===== src/sv/run_class_pattern_detector_defines.svh =====
// ----------------------------------------------------------------------------
// run_class_pattern_detector_defines
// Assertion macros used by the detector top level.
// ----------------------------------------------------------------------------
`ifndef RUN_CLASS_PATTERN_DETECTOR_DEFINES_SVH
`define RUN_CLASS_PATTERN_DETECTOR_DEFINES_SVH

// Same-cycle implication, disabled while reset is asserted.
`define RCPD_ASSERT_NOW(label, clk, rstn, ante, cons, msg) \
    label: assert property (@(posedge clk) disable iff (!(rstn)) (ante) |-> (cons)) \
        else $error(msg);

// Next-cycle implication, disabled while reset is asserted.
`define RCPD_ASSERT_NEXT(label, clk, rstn, ante, cons, msg) \
    label: assert property (@(posedge clk) disable iff (!(rstn)) (ante) |=> (cons)) \
        else $error(msg);

`endif


===== src/sv/rcpd_pkg.sv =====
// ----------------------------------------------------------------------------
// rcpd_pkg
// Types, register map, reset values and helper functions for the detector.
// ----------------------------------------------------------------------------
package rcpd_pkg;

    localparam int PIXEL_W       = 8;
    localparam int CODE_W        = 2;
    localparam int PATTERN_SLOTS = 5;
    localparam int PATTERN_W     = CODE_W * PATTERN_SLOTS;
    localparam int CFG_DATA_W    = PATTERN_W;

    typedef logic [PIXEL_W-1:0]    pixel_t;
    typedef logic [CODE_W-1:0]     code_t;
    typedef logic [PATTERN_W-1:0]  pattern_t;
    typedef logic [CFG_DATA_W-1:0] cfg_data_t;
    typedef logic [1:0]            cfg_index_t;

    // register map
    localparam cfg_index_t REG_LEVEL_DARK   = 2'd0;
    localparam cfg_index_t REG_LEVEL_MID    = 2'd1;
    localparam cfg_index_t REG_LEVEL_BRIGHT = 2'd2;
    localparam cfg_index_t REG_PATTERN_CODE = 2'd3;

    localparam pixel_t   LEVEL_DARK_RST   = 8'd0;
    localparam pixel_t   LEVEL_MID_RST    = 8'd128;
    localparam pixel_t   LEVEL_BRIGHT_RST = 8'd255;
    localparam pattern_t PATTERN_RST      = 10'd493;

    // run class codes
    localparam code_t CODE_NONE   = 2'd0;
    localparam code_t CODE_DARK   = 2'd1;
    localparam code_t CODE_MID    = 2'd2;
    localparam code_t CODE_BRIGHT = 2'd3;

    // bright beats mid beats dark when levels coincide
    function automatic code_t classify(input pixel_t v, input pixel_t lvl_dark,
                                       input pixel_t lvl_mid, input pixel_t lvl_bright);
        code_t c;
        priority if (v == lvl_bright) begin
            c = CODE_BRIGHT;
        end else if (v == lvl_mid) begin
            c = CODE_MID;
        end else if (v == lvl_dark) begin
            c = CODE_DARK;
        end else begin
            c = CODE_NONE;
        end
        return c;
    endfunction

    // slots past the stored five read as code none
    function automatic code_t pattern_slot(input pattern_t pat, input int k);
        code_t c;
        if (k >= PATTERN_SLOTS) begin
            c = CODE_NONE;
        end else begin
            c = pat[CODE_W*k +: CODE_W];
        end
        return c;
    endfunction

endpackage


===== src/sv/rcpd_close.sv =====
// ----------------------------------------------------------------------------
// rcpd_close
// Closes one run: classifies its value, shifts the code into the window,
// bumps the fill count and updates the sticky match flag.
// ----------------------------------------------------------------------------
module rcpd_close #(
    parameter int PATTERN_LEN = 5,
    parameter int FILL_W      = $clog2(PATTERN_LEN + 1)
) (
    input  logic [rcpd_pkg::CODE_W*PATTERN_LEN-1:0] win_in,
    input  logic [FILL_W-1:0]                       fill_in,
    input  logic                                    found_in,
    input  rcpd_pkg::pixel_t                        run_value,
    input  rcpd_pkg::pixel_t                        level_dark,
    input  rcpd_pkg::pixel_t                        level_mid,
    input  rcpd_pkg::pixel_t                        level_bright,
    input  rcpd_pkg::pattern_t                      pattern_code,
    output logic [rcpd_pkg::CODE_W*PATTERN_LEN-1:0] win_out,
    output logic [FILL_W-1:0]                       fill_out,
    output logic                                    found_out
);
    import rcpd_pkg::*;

    localparam int WIN_W = CODE_W * PATTERN_LEN;

    code_t new_code;
    logic  all_eq;
    logic  full;

    assign new_code = classify(run_value, level_dark, level_mid, level_bright);

    // slot 0 is the oldest code; new code enters at the top
    assign win_out  = {new_code, win_in[WIN_W-1:CODE_W]};
    assign fill_out = (fill_in < FILL_W'(PATTERN_LEN)) ? fill_in + 1'b1 : fill_in;
    assign full     = (fill_out == FILL_W'(PATTERN_LEN));

    always_comb begin
        all_eq = 1'b1;
        for (int k = 0; k < PATTERN_LEN; k++) begin
            if (win_out[CODE_W*k +: CODE_W] != pattern_slot(pattern_code, k)) begin
                all_eq = 1'b0;
            end
        end
    end

    assign found_out = found_in | (full & all_eq);

endmodule


===== src/sv/run_class_pattern_detector.sv =====
// ----------------------------------------------------------------------------
// run_class_pattern_detector
// The last pixel word is held in the input register, then its result word in the
// result register. Throughput: one pixel word per cycle; input
// stalls only while a last-pixel word waits behind an unaccepted result.
// Reset clears the run state and loads the default levels and pattern.
// ----------------------------------------------------------------------------
`include "run_class_pattern_detector_defines.svh"

module run_class_pattern_detector #(
    parameter int PATTERN_LEN = 5
) (
    input  logic                  aclk,
    input  logic                  aresetn,
    input  logic                  s_valid,
    output logic                  s_ready,
    input  rcpd_pkg::pixel_t      s_pixel_value,
    input  logic                  s_last_pixel,
    output logic                  m_valid,
    input  logic                  m_ready,
    output logic                  m_pattern_found,
    input  logic                  cfg_wr_en,
    input  rcpd_pkg::cfg_index_t  cfg_index,
    input  rcpd_pkg::cfg_data_t   cfg_wdata
);
    import rcpd_pkg::*;

    localparam int WIN_W  = CODE_W * PATTERN_LEN;
    localparam int FILL_W = $clog2(PATTERN_LEN + 1);

    // configuration
    pixel_t   level_dark_reg, level_bright_reg, level_mid_reg;
    pattern_t pattern_code_reg;

    // input register
    logic   stg_valid_reg;
    pixel_t stg_pixel_reg;
    logic   stg_last_reg;

    // run state
    pixel_t            run_value_reg, run_value_next;
    logic              run_open_reg, run_open_next;
    logic [WIN_W-1:0]  win_reg, win_next;
    logic [FILL_W-1:0] fill_reg, fill_next;
    logic              found_reg, found_next;

    // result register
    logic m_valid_reg;
    logic m_found_reg;

    logic              out_free, stg_advance, close_prev;
    logic [WIN_W-1:0]  win_a, win_mid, win_b;
    logic [FILL_W-1:0] fill_a, fill_mid, fill_b;
    logic              found_a, found_mid, found_b;

    assign out_free    = !m_valid_reg || m_ready;
    assign stg_advance = stg_valid_reg && (!stg_last_reg || out_free);
    assign s_ready     = !stg_valid_reg || stg_advance;

    // configuration writes
    always_ff @(posedge aclk) begin
        if (!aresetn) begin
            level_dark_reg   <= LEVEL_DARK_RST;
            level_mid_reg    <= LEVEL_MID_RST;
            level_bright_reg <= LEVEL_BRIGHT_RST;
            pattern_code_reg <= PATTERN_RST;
        end else if (cfg_wr_en) begin
            unique case (cfg_index)
                REG_LEVEL_DARK:   level_dark_reg   <= cfg_wdata[PIXEL_W-1:0];
                REG_LEVEL_MID:    level_mid_reg    <= cfg_wdata[PIXEL_W-1:0];
                REG_LEVEL_BRIGHT: level_bright_reg <= cfg_wdata[PIXEL_W-1:0];
                REG_PATTERN_CODE: pattern_code_reg <= cfg_wdata[PATTERN_W-1:0];
                default: ;
            endcase
        end
    end

    // input register
    always_ff @(posedge aclk) begin
        if (!aresetn) begin
            stg_valid_reg <= 1'b0;
        end else if (s_ready) begin
            stg_valid_reg <= s_valid;
        end
    end

    always_ff @(posedge aclk) begin
        if (s_ready && s_valid) begin
            stg_pixel_reg <= s_pixel_value;
            stg_last_reg  <= s_last_pixel;
        end
    end

    // a new value closes the open run
    assign close_prev = run_open_reg && (stg_pixel_reg != run_value_reg);

    rcpd_close #(
        .PATTERN_LEN (PATTERN_LEN),
        .FILL_W      (FILL_W)
    ) u_close_prev (
        .win_in       (win_reg),
        .fill_in      (fill_reg),
        .found_in     (found_reg),
        .run_value    (run_value_reg),
        .level_dark   (level_dark_reg),
        .level_mid    (level_mid_reg),
        .level_bright (level_bright_reg),
        .pattern_code (pattern_code_reg),
        .win_out      (win_a),
        .fill_out     (fill_a),
        .found_out    (found_a)
    );

    assign win_mid   = close_prev ? win_a   : win_reg;
    assign fill_mid  = close_prev ? fill_a  : fill_reg;
    assign found_mid = close_prev ? found_a : found_reg;

    // final run of the line, closed on the last pixel
    rcpd_close #(
        .PATTERN_LEN (PATTERN_LEN),
        .FILL_W      (FILL_W)
    ) u_close_last (
        .win_in       (win_mid),
        .fill_in      (fill_mid),
        .found_in     (found_mid),
        .run_value    (stg_pixel_reg),
        .level_dark   (level_dark_reg),
        .level_mid    (level_mid_reg),
        .level_bright (level_bright_reg),
        .pattern_code (pattern_code_reg),
        .win_out      (win_b),
        .fill_out     (fill_b),
        .found_out    (found_b)
    );

    always_comb begin
        if (stg_last_reg) begin
            run_value_next = '0;
            run_open_next  = 1'b0;
            win_next       = '0;
            fill_next      = '0;
            found_next     = 1'b0;
        end else begin
            run_value_next = stg_pixel_reg;
            run_open_next  = 1'b1;
            win_next       = win_mid;
            fill_next      = fill_mid;
            found_next     = found_mid;
        end
    end

    always_ff @(posedge aclk) begin
        if (!aresetn) begin
            run_value_reg <= '0;
            run_open_reg  <= 1'b0;
            win_reg       <= '0;
            fill_reg      <= '0;
            found_reg     <= 1'b0;
        end else if (stg_advance) begin
            run_value_reg <= run_value_next;
            run_open_reg  <= run_open_next;
            win_reg       <= win_next;
            fill_reg      <= fill_next;
            found_reg     <= found_next;
        end
    end

    // result register
    always_ff @(posedge aclk) begin
        if (!aresetn) begin
            m_valid_reg <= 1'b0;
        end else if (out_free) begin
            m_valid_reg <= stg_valid_reg && stg_last_reg;
        end
    end

    always_ff @(posedge aclk) begin
        if (out_free && stg_valid_reg && stg_last_reg) begin
            m_found_reg <= found_b;
        end
    end

    assign m_valid         = m_valid_reg;
    assign m_pattern_found = m_found_reg;

    `RCPD_ASSERT_NOW(a_fill_bound, aclk, aresetn, 1'b1,
        fill_reg <= FILL_W'(PATTERN_LEN), "window fill count past pattern length")
    `RCPD_ASSERT_NOW(a_found_needs_full, aclk, aresetn, found_reg,
        fill_reg == FILL_W'(PATTERN_LEN), "match flag set with partial window")
    `RCPD_ASSERT_NEXT(a_line_end_clears, aclk, aresetn, stg_advance && stg_last_reg,
        !run_open_reg && !found_reg && fill_reg == '0, "state not cleared after line end")
    `RCPD_ASSERT_NOW(a_stall_cause, aclk, aresetn, !s_ready,
        stg_valid_reg && stg_last_reg && m_valid_reg && !m_ready,
        "input stalled without a blocked result")
    `RCPD_ASSERT_NEXT(a_result_follows_last, aclk, aresetn, stg_advance && stg_last_reg,
        m_valid_reg, "no result word after last pixel")

endmodule

===== config.mk =====
export PLATFORM = sky130hd
export DESIGN_NAME = run_class_pattern_detector
export DESIGN_NICKNAME = d
export VERILOG_FILES = /design/src/sv/rcpd_pkg.sv /design/src/sv/rcpd_close.sv /design/src/sv/run_class_pattern_detector.sv
export VERILOG_INCLUDE_DIRS = /design/src /design/src/sv
export SDC_FILE = /design/constraint.sdc
export NUM_CORES = 1
export LEC_CHECK = 0
export BUFFER_PORTS_ARGS = -buffer_cell sky130_fd_sc_hd__buf_2
export CAP_MARGIN = 10
export CORE_MARGIN = 1
export CORE_UTILIZATION = 35
export DETAILED_ROUTE_END_ITERATION = 7
export GPL_ROUTABILITY_DRIVEN = 1
export GPL_TIMING_DRIVEN = 0
export PLACE_DENSITY = 0.62
export SETUP_SLACK_MARGIN = 0.2
export SYNTH_ARGS = -nofsm -noshare
export SYNTH_HDL_FRONTEND = slang
export SYNTH_HIERARCHICAL = 1
export SYNTH_SLANG_ARGS = --single-unit

===== constraint.sdc =====
create_clock -name aclk -period 3.8 [get_ports aclk]
set_input_delay 0.38 -clock aclk [delete_from_list [all_inputs] [get_ports aclk]]
set_output_delay 0.38 -clock aclk [all_outputs]
set_load 0.02 [all_outputs]

==> summary.md <==
| Metric | Value |
|---|---|
| Status | `completed` |
| RR Startpoint | `stg_pixel_reg[0]` |
| Critical path origin | `stg_pixel_reg[0]` |
| PwrDens | `368 nW/um^2` |
| Dpl hpwl | `6630 um` |
| RSZ-0062 raised after global routing | `no` |
| Relative slew slack | `36.1%` |
| Core box area | `10400 um^2` |
| Die H | `106 um` |
| Max-slew violations | `0` |
| Root buffer cell | `clkbuf_8` |
| Number of global-route vias before repair | `2863` |
| Initial antenna violation count | `0` |
| Min-Delay Path Class | `in2reg` |
| Row count | `37` |
| Crit end category | `flip-flop` |
| Die X | `106 um` |
| Setup Fix Bufs, Post-CTS | `0` |
| TritonCTS clock tree | `done` |
| Cell leakage power | `1.62 nW` |
| Reg2reg path depth | `11` |
| MaxCap Viol Count | `0` |
| Number of clock buffers inserted by TritonCTS | `9` |
| Peak Freq | `297 MHz` |
| Starting Density | `36.4%` |
| CTS-repair resized insts | `0` |
| Actual slew at the worst max-slew pin | `0.955 ns` |
| Hold WS | `0.211 ns` |
| Cell Area, Synth | `3770 um^2` |
| FF-to-FF End | `m_pattern_found` |
| Hold buffers post-CTS | `0` |
| Input/output buffers | `27` |
| First-pass GRT wire length | `14400 um` |
| Critical Path Source Type | `flip-flop` |
| Final global-route overflow total | `0` |
| Worst R2R Setup Slack | `0.44 ns` |
| Syn Inst Count | `407` |
| Area Growth Syn to Fin | `13.5%` |
| GPL Wtd Cong | `0.832` |
| Clock Latency Late Sink | `0.34 ns` |
| Required time of the worst setup path | `3.97 ns` |
| CTS Buffer Depth | `2` |
| DP Cell Count | `570` |
| Dpl cell area | `4080 um^2` |
| Tcrit/Tclk final | `88.5%` |
| Crit path max fanout | `8` |
| Synthesized net count | `435` |
| Largest net degree at the start of global routing | `13` |
| Data arrival, critical path | `3.53 ns` |
| First drt pass iteration count | `4` |
| Die Footprint | `11200 um^2` |
| DRT antenna net count | `0` |
| Share of post-route cells with drive strength above 1 | `17.3%` |
| Post-route cell area | `4280 um^2` |
| Post-Route Setup TNS | `0 ns` |
| N_diodes | `0` |
| Ys Warns | `6` |
| Setup CP Type | `reg2reg` |
| Cell Count, Final, Fillers Out | `586` |
| Maximum vdd ir drop | `0.231 mV` |
| Sink Count | `67` |
| DRC violation count after routing | `0` |
| Routed vias/inst | `4.99` |
| Final hold violation count | `0` |
| Nets | `473` |
| Min cycle time layout | `3.36 ns` |
| Total power | `1.57 mW` |
| CTS clk-pin slew, worst paths | `0.08 ns` |
| Wirelength per Cell | `14.9 um` |
| Largest register FFs | `10` |
| Drt total wl | `8710 um` |
| Setup Viol. Count Final | `0` |
| CP Capture Point | `m_pattern_found` |
| DR iter-0 viols | `113` |
| IO Pins | `29` |
| Total number of vias | `2927` |
| # H-tree levels | `3` |
| Clock skew | `0.00816 ns` |
| Avg Cell Area, Syn | `9.27 um^2` |
| GRT Total Usage | `16.5%` |
-- through the flow --
| stage | utilization [%] | worst slack [ns] |
|---|---|---|
| final | 41.3 | 0.436 |
| after global routing | 41.3 | 0.295 |
| after CTS | 41.3 | 0.421 |
| after detailed placement | 39.3 | 0.447 |
| after global placement | 39.3 | 0.500 |
| after floorplan | - | 0.861 |
-- report_power, final --
group / leakage (nW) / internal (mW) / switching, mW
logic: 0.953 / 0.0838 / 0.0928
registers: 0.561 / 0.745 / 0.0393
clock network: 0.104 / 0.325 / 0.288
total: 1.62 / 1.15 / 0.420
-- worst min path at each step --
stage / start / end / slack [ns] / cells past startpoint
finish: s_pixel_value[3] / stg_pixel_reg[3] / 0.21 / 1
global route: s_last_pixel / stg_last_reg / 0.19 / 1
global placement: win_reg[3] / win_reg[3] / 0.49 / 2
CTS: s_pixel_value[3] / stg_pixel_reg[3] / 0.20 / 1
floorplan: found_reg / found_reg / 0.47 / 2
detailed placement: win_reg[3] / win_reg[3] / 0.50 / 2
-- layout make-up --
class	instances	area, um^2
Clock inverter	5	61.3
Multi-Input combinational cell	302	2140
Sequential cell	67	1440
Clock buffer	11	141
Timing Repair Buffer	27	135
Fill cell	1068	6090
Tap cell	136	170
Buffer	20	123
Inverter	18	67.6
-- layout by cell type, fill, tap and decap left out, types with 4 or more instances in the layout --
cell type  instances
o22ai_1           12
mux2_2             4
a21boi_0          12
clkbuf_8          10
a21oi_1            6
edfxtp_1          10
xnor2_1           40
nor4_1             4
xor2_1            32
inv_1             17
buf_4              7
nor2_1             4
nand4_1           10
dfxtp_1           57
nor4_2             4
mux2i_1           16
nor2b_1           18
nand3b_1           4
buf_2             31
nand2_1           66
nand3_1           25
mux2_4             8
clkbuf_1           9
-- worst max-delay path, stage by stage (launching register included) --
cell and delay, ns:
edfxtp_1 0.52, xnor2_1 0.27, nand4_2 0.21, o21ai_4 0.33, buf_12 0.18, mux2_4 0.32, ha_1 0.20, or4bb_1 0.19
o2111ai_1 0.12, or3_1 0.33, a2111o_1 0.28, a32oi_1 0.23
-- routing by layer --
| metal | vias up | wire, um | track usage [%] |
|---|---|---|---|
| li1 | 1479 | - | - |
| met5 | - | 0 | 0 |
| met1 | 1383 | 3860 | 19.8 |
| met4 | 0 | 175 | 5.56 |
| met3 | 13 | 255 | 3.22 |
| met2 | 52 | 4420 | 29.2 |
Power figures use the tool's default switching activity.
